File: config.mk
export PLATFORM = sky130hd
export DESIGN_NAME = binary_arithmetic_encoder_core
export DESIGN_NICKNAME = d
export VERILOG_FILES = /design/src/design/bae_pkg.sv /design/src/design/binary_arithmetic_encoder_core.sv /design/src/design/bae_split.sv /design/src/design/bae_shift.sv
export SDC_FILE = /design/constraint.sdc
export NUM_CORES = 2
export LEC_CHECK = 0
export BUFFER_PORTS_ARGS = -buffer_cell sky130_fd_sc_hd__buf_2
export CORE_MARGIN = 2
export CORE_UTILIZATION = 70
export CTS_CLUSTER_DIAMETER = 120
export CTS_CLUSTER_SIZE = 28
export DETAILED_ROUTE_END_ITERATION = 10
export GPL_ROUTABILITY_DRIVEN = 0
export PLACE_DENSITY = 0.92
export SYNTH_ARGS = -nofsm -noshare
export SYNTH_HDL_FRONTEND = slang
export SYNTH_SLANG_ARGS = --single-unit
export TNS_END_PERCENT = 20
File: constraint.sdc
create_clock -name clk -period 19.05 [get_ports clk]
set_input_delay 2.8575 -clock clk [delete_from_list [all_inputs] [get_ports clk]]
set_output_delay 2.8575 -clock clk [all_outputs]
set_load 0.01 [all_outputs]
File: src/design/bae_pkg.sv
// shared constants, types and codes for the binary arithmetic encoder
`timescale 1ns / 1ps

package bae_pkg;

	localparam int PROB_BITS  = 16;
	localparam int PROB_IN_W  = 17;
	localparam int P_W        = PROB_BITS + 1;
	localparam int CMP_W      = (PROB_IN_W > P_W) ? PROB_IN_W : P_W;
	localparam int RANGE_W    = 32;
	localparam int LOW_W      = RANGE_W + 1;
	localparam int PROD_W     = RANGE_W + P_W;
	localparam int BITS_W     = 32;
	localparam int BYTES_W    = 30;
	localparam int FLUSH_BITS = 4;
	localparam int FCNT_W     = $clog2(FLUSH_BITS);

	localparam logic [RANGE_W-1:0] RANGE_INIT   = 32'hFFFF_FFFF;
	localparam logic [RANGE_W-1:0] RENORM_LIMIT = 32'h00FF_FFFF;
	localparam logic [BITS_W-1:0]  BITS_MAX     = 32'hFFFF_FFFF;
	localparam logic [P_W-1:0]     PROB_UNITY   = P_W'(1) << PROB_BITS;

	typedef enum logic [1:0] {
		FUNC_ENCODE  = 2'd0,
		FUNC_FINISH  = 2'd1,
		FUNC_RESTART = 2'd2,
		FUNC_NONE    = 2'd3
	} func_t;

	typedef enum logic [4:0] {
		ST_IDLE  = 5'b00001,
		ST_MUL   = 5'b00010,
		ST_UPD   = 5'b00100,
		ST_SHIFT = 5'b01000,
		ST_FLUSH = 5'b10000
	} state_t;

	// one step of the shared shift unit
	typedef struct packed {
		logic               out_bit;
		logic [LOW_W-1:0]   low_nx;
		logic [RANGE_W-1:0] range_nx;
		logic [BITS_W-1:0]  bits_nx;
		logic [BYTES_W-1:0] byte_count;
		logic               renorm_done;
	} shift_res_t;

endpackage

File: src/design/binary_arithmetic_encoder_core.sv
// Binary arithmetic encoder with a 32-bit range, one coded bit per result word.
// Input channel (in_valid / in_stall): func, bit_value, one_prob. func encode codes
// one symbol with probability one_prob of a one (Q16, values above 1.0 saturate),
// finish flushes four bits, restart returns the coder to its reset state, code 3
// is ignored. An input word is taken only while the sequencer is idle.
// Output channel (out_valid / out_stall): out_bit, last, byte_count. Every emitted
// stream bit is one word; last marks the final bit of the input word that caused it,
// byte_count is the running byte total, saturating.
// Sequence: an encode passes the 32x17 multiplier register and then the range update,
// then shifts out one renormalization bit per cycle through the shared shift unit while
// the output register is free (0 to 24 bits, usually a few).
// Finish emits four flush bits through the shift unit; restart and code 3 act on acceptance.
// A held output word stalls the shift unit: one result register sits between the
// shifter and the port, so a stall on out_stall holds the sequencer in place.
// Reset (arst_n low) clears low and the bit counter, sets range to all ones and
// drops any pending output word.
`timescale 1ns / 1ps

module binary_arithmetic_encoder_core (
	input  logic                          clk,
	input  logic                          arst_n,
	input  logic                          in_valid,
	output logic                          in_stall,
	input  logic [1:0]                    func,
	input  logic                          bit_value,
	input  logic [bae_pkg::PROB_IN_W-1:0] one_prob,
	output logic                          out_valid,
	input  logic                          out_stall,
	output logic                          out_bit,
	output logic                          last,
	output logic [bae_pkg::BYTES_W-1:0]   byte_count
);
	import bae_pkg::*;

	state_t             state_q;
	logic [LOW_W-1:0]   low_q;
	logic [RANGE_W-1:0] range_q;
	logic [BITS_W-1:0]  bits_q;
	logic               bit_q;
	logic [P_W-1:0]     p_q;
	logic [FCNT_W-1:0]  flush_cnt_q;
	logic               out_valid_q;
	logic               out_bit_q;
	logic               last_q;
	logic [BYTES_W-1:0] byte_count_q;

	logic               in_take;
	logic               out_free;
	logic               emit;
	logic [CMP_W-1:0]   prob_ext;
	logic [P_W-1:0]     prob_sat;
	logic [RANGE_W-1:0] one_part;
	logic [RANGE_W-1:0] zero_part;
	logic [RANGE_W-1:0] range_upd;
	logic               flush_last;
	shift_res_t         sh;

	assign in_stall  = (state_q != ST_IDLE);
	assign in_take   = in_valid && !in_stall;
	assign out_free  = !out_valid_q || !out_stall;
	assign emit      = (state_q == ST_SHIFT || state_q == ST_FLUSH) && out_free;

	assign out_valid  = out_valid_q;
	assign out_bit    = out_bit_q;
	assign last       = last_q;
	assign byte_count = byte_count_q;

	always_comb begin
		prob_ext = CMP_W'(one_prob);
		prob_sat = (prob_ext > CMP_W'(PROB_UNITY)) ? PROB_UNITY : P_W'(prob_ext);
	end

	bae_split u_split (
		.clk       (clk),
		.load      (state_q == ST_MUL),
		.range_in  (range_q),
		.prob      (p_q),
		.one_part  (one_part),
		.zero_part (zero_part)
	);

	bae_shift u_shift (
		.low_in   (low_q),
		.range_in (range_q),
		.bits_in  (bits_q),
		.res      (sh)
	);

	assign range_upd  = bit_q ? one_part : zero_part;
	assign flush_last = (flush_cnt_q == FCNT_W'(FLUSH_BITS - 1));

	always_ff @(posedge clk) begin
		if (in_take) begin
			bit_q <= bit_value;
			p_q   <= prob_sat;
		end
	end

	always_ff @(posedge clk or negedge arst_n) begin
		if (!arst_n) begin
			out_valid_q <= 1'b0;
		end else if (emit) begin
			out_valid_q <= 1'b1;
		end else if (!out_stall) begin
			out_valid_q <= 1'b0;
		end
	end

	always_ff @(posedge clk or negedge arst_n) begin
		if (!arst_n) begin
			state_q     <= ST_IDLE;
			low_q       <= '0;
			range_q     <= RANGE_INIT;
			bits_q      <= '0;
			flush_cnt_q <= '0;
		end else begin
			case (state_q)
				ST_IDLE: begin
					if (in_take) begin
						case (func)
							FUNC_ENCODE:  state_q <= ST_MUL;
							FUNC_FINISH:  state_q <= ST_FLUSH;
							FUNC_RESTART: begin
								low_q   <= '0;
								range_q <= RANGE_INIT;
								bits_q  <= '0;
							end
							default: ;
						endcase
					end
				end
				ST_MUL: begin
					state_q <= ST_UPD;
				end
				ST_UPD: begin
					if (bit_q) begin
						low_q <= low_q + LOW_W'(zero_part);
					end
					range_q <= range_upd;
					state_q <= (range_upd <= RENORM_LIMIT) ? ST_SHIFT : ST_IDLE;
				end
				ST_SHIFT: begin
					if (out_free) begin
						low_q   <= sh.low_nx;
						range_q <= sh.range_nx;
						bits_q  <= sh.bits_nx;
						if (sh.renorm_done) begin
							state_q <= ST_IDLE;
						end
					end
				end
				ST_FLUSH: begin
					// range stays put during the flush
					if (out_free) begin
						low_q  <= sh.low_nx;
						bits_q <= sh.bits_nx;
						if (flush_last) begin
							flush_cnt_q <= '0;
							state_q     <= ST_IDLE;
						end else begin
							flush_cnt_q <= flush_cnt_q + FCNT_W'(1);
						end
					end
				end
				default: begin
					state_q <= ST_IDLE;
				end
			endcase
		end
	end

	always_ff @(posedge clk) begin
		if (emit) begin
			out_bit_q    <= sh.out_bit;
			last_q       <= (state_q == ST_SHIFT) ? sh.renorm_done : flush_last;
			byte_count_q <= sh.byte_count;
		end
	end

	// coder is renormalized whenever it waits for a word
	a_idle_norm: assert property (@(posedge clk) disable iff (!arst_n)
		state_q == ST_IDLE |-> range_q > RENORM_LIMIT)
		else $error("range not renormalized while idle");

	// shifting only happens while the range is still small
	a_shift_small: assert property (@(posedge clk) disable iff (!arst_n)
		state_q == ST_SHIFT |-> range_q <= RENORM_LIMIT)
		else $error("renormalization shift with large range");

	// flush counter rests at zero outside a flush
	a_fcnt_rest: assert property (@(posedge clk) disable iff (!arst_n)
		state_q != ST_FLUSH |-> flush_cnt_q == '0)
		else $error("flush counter not cleared");

	// a flush word always goes through the result register
	a_flush_emit: assert property (@(posedge clk) disable iff (!arst_n)
		(state_q == ST_FLUSH && out_free) |=> out_valid_q)
		else $error("flush bit not presented");

endmodule

File: src/design/bae_split.sv
// registered range times probability product and clamped split of the range
`timescale 1ns / 1ps

module bae_split (
	input  logic                         clk,
	input  logic                         load,
	input  logic [bae_pkg::RANGE_W-1:0]  range_in,
	input  logic [bae_pkg::P_W-1:0]      prob,
	output logic [bae_pkg::RANGE_W-1:0]  one_part,
	output logic [bae_pkg::RANGE_W-1:0]  zero_part
);
	import bae_pkg::*;

	logic [PROD_W-1:0]  prod_s1;
	logic [RANGE_W-1:0] one_raw;
	logic [RANGE_W-1:0] zero_raw;

	always_ff @(posedge clk) begin
		if (load) begin
			prod_s1 <= PROD_W'(range_in) * PROD_W'(prob);
		end
	end

	always_comb begin
		one_raw   = prod_s1[PROB_BITS +: RANGE_W];
		zero_raw  = range_in - one_raw;
		one_part  = (one_raw == '0) ? RANGE_W'(1) : one_raw;
		zero_part = (zero_raw == '0) ? RANGE_W'(1) : zero_raw;
	end

endmodule

File: src/design/bae_shift.sv
// shared shift unit: emits bit 32 of low and shifts low and range by one
`timescale 1ns / 1ps

module bae_shift (
	input  logic [bae_pkg::LOW_W-1:0]   low_in,
	input  logic [bae_pkg::RANGE_W-1:0] range_in,
	input  logic [bae_pkg::BITS_W-1:0]  bits_in,
	output bae_pkg::shift_res_t         res
);
	import bae_pkg::*;

	logic [BITS_W:0] bytes_sum;

	always_comb begin
		res.out_bit     = low_in[LOW_W-1];
		res.low_nx      = {low_in[LOW_W-2:0], 1'b0};
		res.range_nx    = {range_in[RANGE_W-2:0], 1'b0};
		res.renorm_done = res.range_nx > RENORM_LIMIT;
		// bit counter saturates when full
		res.bits_nx     = (bits_in == BITS_MAX) ? bits_in : bits_in + BITS_W'(1);
		bytes_sum       = {1'b0, res.bits_nx} + (BITS_W + 1)'(7);
		res.byte_count  = bytes_sum[3 +: BYTES_W];
	end

endmodule

=== After elaboration in Yosys (flattened, before gate mapping) ===
Cells that the tools add are included.

* Reductions and logical operators: 19
* Magnitude comparators: 3
* $add $sub $neg: 5
* Equality and inequality tests: 20
* Mux-type cells: 29
* Multipliers: 1

{| class="wikitable"
|+ Operator list
! kind !! count
|-
| $mux W32 || 10
|-
| $mux W33 || 4
|-
| $pmux W33 S3 || 1
|-
| $pmux W32 S3 || 1
|-
| $logic_not A32 Y1 || 2
|-
| $pmux W32 S2 || 1
|-
| $mul A32 B17 Y48 || 1
|-
| $add A32 B3 Y33 const B || 1
|-
| $add A33 B32 Y33 || 1
|-
| $add A32 B1 Y32 const B || 1
|-
| $eq A32 B32 Y1 const B || 1
|-
| $gt A32 B24 Y1 const B || 1
|-
| $le A32 B24 Y1 const B || 1
|-
| $sub A32 B32 Y32 || 1
|-
| $mux W5 || 5
|-
| $pmux W5 S5 || 1
|-
| $gt A17 B17 Y1 const B || 1
|-
| $ne A2 B2 Y1 const B || 6
|-
| $pmux W5 S2 || 1
|-
| $reduce_and A4 Y1 || 2
|-
| $ne A2 B1 Y1 const B || 3
|-
| $reduce_and A6 Y1 || 1
|-
| $reduce_bool A3 Y1 || 2
|-
| $eq A5 B1 Y1 const B || 1
|-
| 20 further kinds || 27
|}

* Register bits: 203
* Output and inout port bits: 34
* Bits of input ports: 24

=== Longest topological paths before layout ===
* Depth after elaboration: 7
* Depth in mapped cells: 29
* Mapped depth without buffers: 28

=== Modules after synthesis ===
From an unflattened synthesis, not the netlist that was laid out.

* Cell total of the unflattened synthesis: 3307
* Area, all modules: 29847.4 um^2

{| class="wikitable"
|+ Modules (own cells, without submodules)
! module !! instances !! cells each !! sequential area each (um^2) !! area each (um^2)
|-
| bae_split || 1 || 2175 || 960.9 || 19157.1
|-
| binary_arithmetic_encoder_core || 1 || 826 || 4170.2 || 8464.4
|-
| bae_shift || 1 || 306 || 0.0 || 2225.9
|}

=== Least setup slack after synthesis ===
OpenSTA, ideal clock, no wires.

* Path kind: register to register
* Start point: register range_q[13]
* End point: register u_split.prod_s1[33], data pin
* Arrival time: 6.710 ns
* Data required time: 18.792 ns
* Library setup time: 0.258 ns
* Setup slack: 12.083 ns
* Path buffers: 2
* Clock period less this slack: 6.967 ns
* Cell stages (with the launch flop): 28
* Path through: dfstp_2 > clkbuf_1 > clkbuf_1 > nand2_1 > fa_1 > inv_1 > fa_1 > inv_1 > fa_1 > inv_1 > fa_1 > fa_1 > inv_1 > fa_1 > inv_1 > ha_1 > a21o_1 > a21o_1 > a2111oi_0 > o2bb2ai_1 > a21o_1 > nand2_1 > a21boi_0 > o21a_1 > o21a_1 > o21a_1 > nor2_1 > xnor2_1

* Longest elaborated chain between the ends: 1

{| class="wikitable"
|+ Ends and longest elaborated chain
! what !! line !! source
|-
| start: declaration || binary_arithmetic_encoder_core.sv:37 || <nowiki>logic [RANGE_W-1:0] range_q;</nowiki>
|-
| start signal: assignment || binary_arithmetic_encoder_core.sv:139 || <nowiki>range_q <= range_upd;</nowiki>
|-
| start signal: assignment || binary_arithmetic_encoder_core.sv:145 || <nowiki>range_q <= sh.range_nx;</nowiki>
|-
| $mul A32 B17 Y48 || bae_split.sv:20 || <nowiki>prod_s1 <= PROD_W'(range_in) * PROD_W'(prob);</nowiki>
|-
| end signal: assignment || bae_split.sv:20 ||
|-
| end: declaration || bae_split.sv:14 || <nowiki>logic [PROD_W-1:0] prod_s1;</nowiki>
|}

No other way between the ends.
A chain may end at the register's enable or synchronous reset.

=== Worst setup path in the final report ===
* Start point: register range_q[15]
* End point: register u_split.prod_s1[42], data pin

Same word-level chain as after synthesis.

==> impl_metrics.json <==
{
  "worst_hold_slack_ps": 518,
  "yosys-top-cells-count": "622 x inv_1, 533 x nand2_1, 448 x fa_1, 181 x and2_1, 174 x ha_1",
  "cp.required_ps": 19270,
  "antenna_found_initial": 0,
  "synthArstFlopShare_pct": 56.1,
  "hold_viol": 0,
  "drive_above_1_share_pct": 5.80,
  "yosysMostFrequentCell": "inv_1",
  "critPathMostFrequentCell": "fa_1",
  "hpwlAfterDp_mm": 56.8,
  "clock_latency_ps": 480,
  "tightest_slew_ps": 1170,
  "grt_max_degree": 71,
  "endpoint": "u_split.prod_s1[42]",
  "grt_pass1_wl_mm": 129,
  "dr.first_iter.drc_count": 3063,
  "fp.dieArea_um2": 44000,
  "arrival_ps": 7820,
  "grt-busiest-layer": "met2",
  "reg2reg_to": "u_split.prod_s1[42]",
  "cp_max_fo": 20,
  "cts_root_buffer": "clkbuf_16",
  "core_area_um2": 41900,
  "worst_path_max_delay_cell": "dfstp_2",
  "syn-num-nets": 4079,
  "cp-end-kind": "flip-flop",
  "rsz0062_at_grt": "false",
  "port_buffers": 57,
  "path_clk_slew_ps": 70,
  "cp.depth": 24,
  "synth-edff-count": 82,
  "synth_warnings": 0,
  "crit_start": "range_q[15]",
  "routed_wl_mm": 78.3,
  "worst_path_largest_cell_delay_ps": 950,
  "final_max_slew_viol_count": 0,
  "ys_seq_elements": 187,
  "cts_buffers": 17,
  "synth_flop_cell": "edfxtp_1",
  "htreeDepth": 4,
  "crit_type": "reg -> reg",
  "n_antenna_cell": 0,
  "cts_resized": 0,
  "grt_util_met3_pct": 9.49,
  "hp-class": "reg -> reg",
  "rows": 75,
  "syn-cell-area_um2": 29700,
  "cap_violations": 0,
  "grt.total_usage_pct": 37.0,
  "nNetsFinal": 3996,
  "slew_headroom_pct": 22.2,
  "fin_util_pct": 73.4,
  "wire_per_inst_um": 20.1,
  "synth_top_area_share_pct": 30.2,
  "vias": 24800,
  "worst-r2r-cell-count": 24,
  "ys_top_cells_by_area": "fa_1 30%, edfxtp_1 8.3%, inv_1 7.9%",
  "cts_hold_buf": 0,
  "reg2reg_from": "range_q[15]",
  "initial_core_util_pct": 70.9,
  "setup_viol": 0,
  "post-cts-setup-buffers": 0,
  "synthCells": 3433,
  "rrSetupSlack_ps": 11460,
  "die_x_um": 210,
  "syn_avg_cell_area_um2": 8.64,
  "vias_per_cell": 6.35,
  "ys_seq_area_share_pct": 17.3,
  "yosys.cell_types.count": 93,
  "min_period_ps": 7590,
  "nFillCells": 2788,
  "yosys.area.top_type": "fa_1",
  "grt_pass1_vias": 26200,
  "critPathTopFamily": "adder cells",
  "period_share_pct": 39.9,
  "max_freq_mhz": 132,
  "cts_tree": "yes",
  "clkSinkCount": 187,
  "critPathBufInv": 5,
  "die_y_um": 210,
  "ioPinCount": 58,
  "area_growth_pct": 3.53,
  "grt.overflow.total": 0,
  "setup_tns_ps": 0,
  "first_pass_iters": 8,
  "ant_nets": 0,
  "met2_usage_pct": 59.9,
  "startpoint_type": "flip-flop",
  "status": "completed",
  "grt_util_met1_pct": 46.2,
  "clock_path_buffers": 2,
  "drc_errors": 0,
  "path_cells": "nand2_1 > fa_1 > inv_1 > fa_1 > inv_1 > fa_1 > inv_1 > fa_1 > fa_1 > inv_1 > fa_1 > inv_1 > ha_1 > and4_1 > nand3_1 > a211oi_1 > a21oi_1 > o31ai_1 > a21o_1 > nor4_1 > nor4b_1 > o21a_1 > nor2_1 > xnor2_1",
  "finalClockSkew_ps": 24.0
}
==> how the worst min path moves through the flow <==
stage	start	end	slack [ps]	cells past startpoint
floorplan	low_q[32]	out_bit	460	0
global placement	low_q[32]	out_bit	480	0
detailed placement	low_q[0]	low_q[0]	500	2
CTS	low_q[0]	low_q[0]	520	2
global route	low_q[32]	out_bit	540	0
finish	low_q[0]	low_q[0]	520	2
==> per-layer routing <==
metal | vias to the layer above | part of all wire, %
li1 | 10700 | -
met1 | 11800 | 35
met2 | 1761 | 46
met3 | 462 | 13
met4 | 0 | 5.8
met5 | - | 0
==> area by class of cell <==
cell class	instances	area [um2]	share of cell area (%)
multi-input combinational	2436	21500	70.0
sequential	187	5130	16.7
inverter	623	2340	7.61
tap	539	674	2.20
timing repair buffer	85	498	1.62
clock buffer	18	429	1.40
clock inverter	14	149	0.485
==> sequential cells by signal, summed over array words and instances (netlist names) <==
| name | cells |
|---|---|
| bit_q | 1 |
| bits_q | 32 |
| byte_count | 30 |
| flush_cnt_q | 2 |
| last | 1 |
| low_q | 33 |
| out_bit | 1 |
| out_valid | 1 |
| p_q | 17 |
| range_q | 32 |
| state_q | 5 |
| u_split.prod_s1 | 32 |
==> worst register-to-register path, delay by kind of cell (launching register included) <==
family                   cells  cell delay, ps
AND/OR/NAND/NOR              6            1140
XOR/XNOR                     1             110
buffers and inverters        5             290
flip-flops                   1             950
adder cells (fa/ha/maj)      7            3370
AO/OA/AOI/OAI                5            1480
==> cell usage in the layout (no fill, tap or decap), drive strengths merged, types with 8 or more instances in the layout <==
cell type | Yosys | layout
nand2 | 534 | 534
fa | 448 | 448
nand2b | 16 | 16
clkbuf | 168 | 18
nand4 | 21 | 21
ha | 174 | 174
nor3b | 9 | 9
and4 | 10 | 10
a221oi | 10 | 10
inv | 622 | 627
and3 | 37 | 37
o31ai | 16 | 16
nand3 | 39 | 39
a211oi | 39 | 39
xnor2 | 82 | 82
o21bai | 14 | 14
dfrtp | 72 | 72
o211ai | 14 | 14
nor2b | 32 | 32
o21ai | 130 | 130
nor2 | 169 | 169
xor2 | 36 | 36
a21oi | 116 | 116
mux2i | 16 | 16
or3 | 8 | 8
nor4 | 27 | 27
or2 | 9 | 9
a31oi | 19 | 19
dfstp | 33 | 33
buf | 19 | 85
nor3 | 43 | 43
and2 | 181 | 181
o22ai | 10 | 10
o21a | 26 | 26
a21o | 55 | 55
edfxtp | 82 | 82
==> cell families after synthesis <==
logic type	share of synthesized area, %
simple gates	18.8
buf+inv	10.3
fa+ha+maj	37.8
compound gates	11.2
flops	17.3
xor+xnor	3.86
mux	0.692
==> stage by stage <==
| stage | instances | area [um2] | setup WS [ps] |
|---|---|---|---|
| 6_report | 3902 | 30700 | 11460 |
| 5_1_grt | 3902 | 30700 | 11170 |
| 4_1_cts | 3902 | 30700 | 11670 |
| 3_5_place_dp | 3870 | 30100 | 11700 |
| 3_3_place_gp | 3870 | 30100 | 11940 |
| 2_1_floorplan | 3433 | 29700 | 12080 |
Power is not shown: default switching activity piles up to over one toggle a cycle in this logic, so the estimate is an artifact.
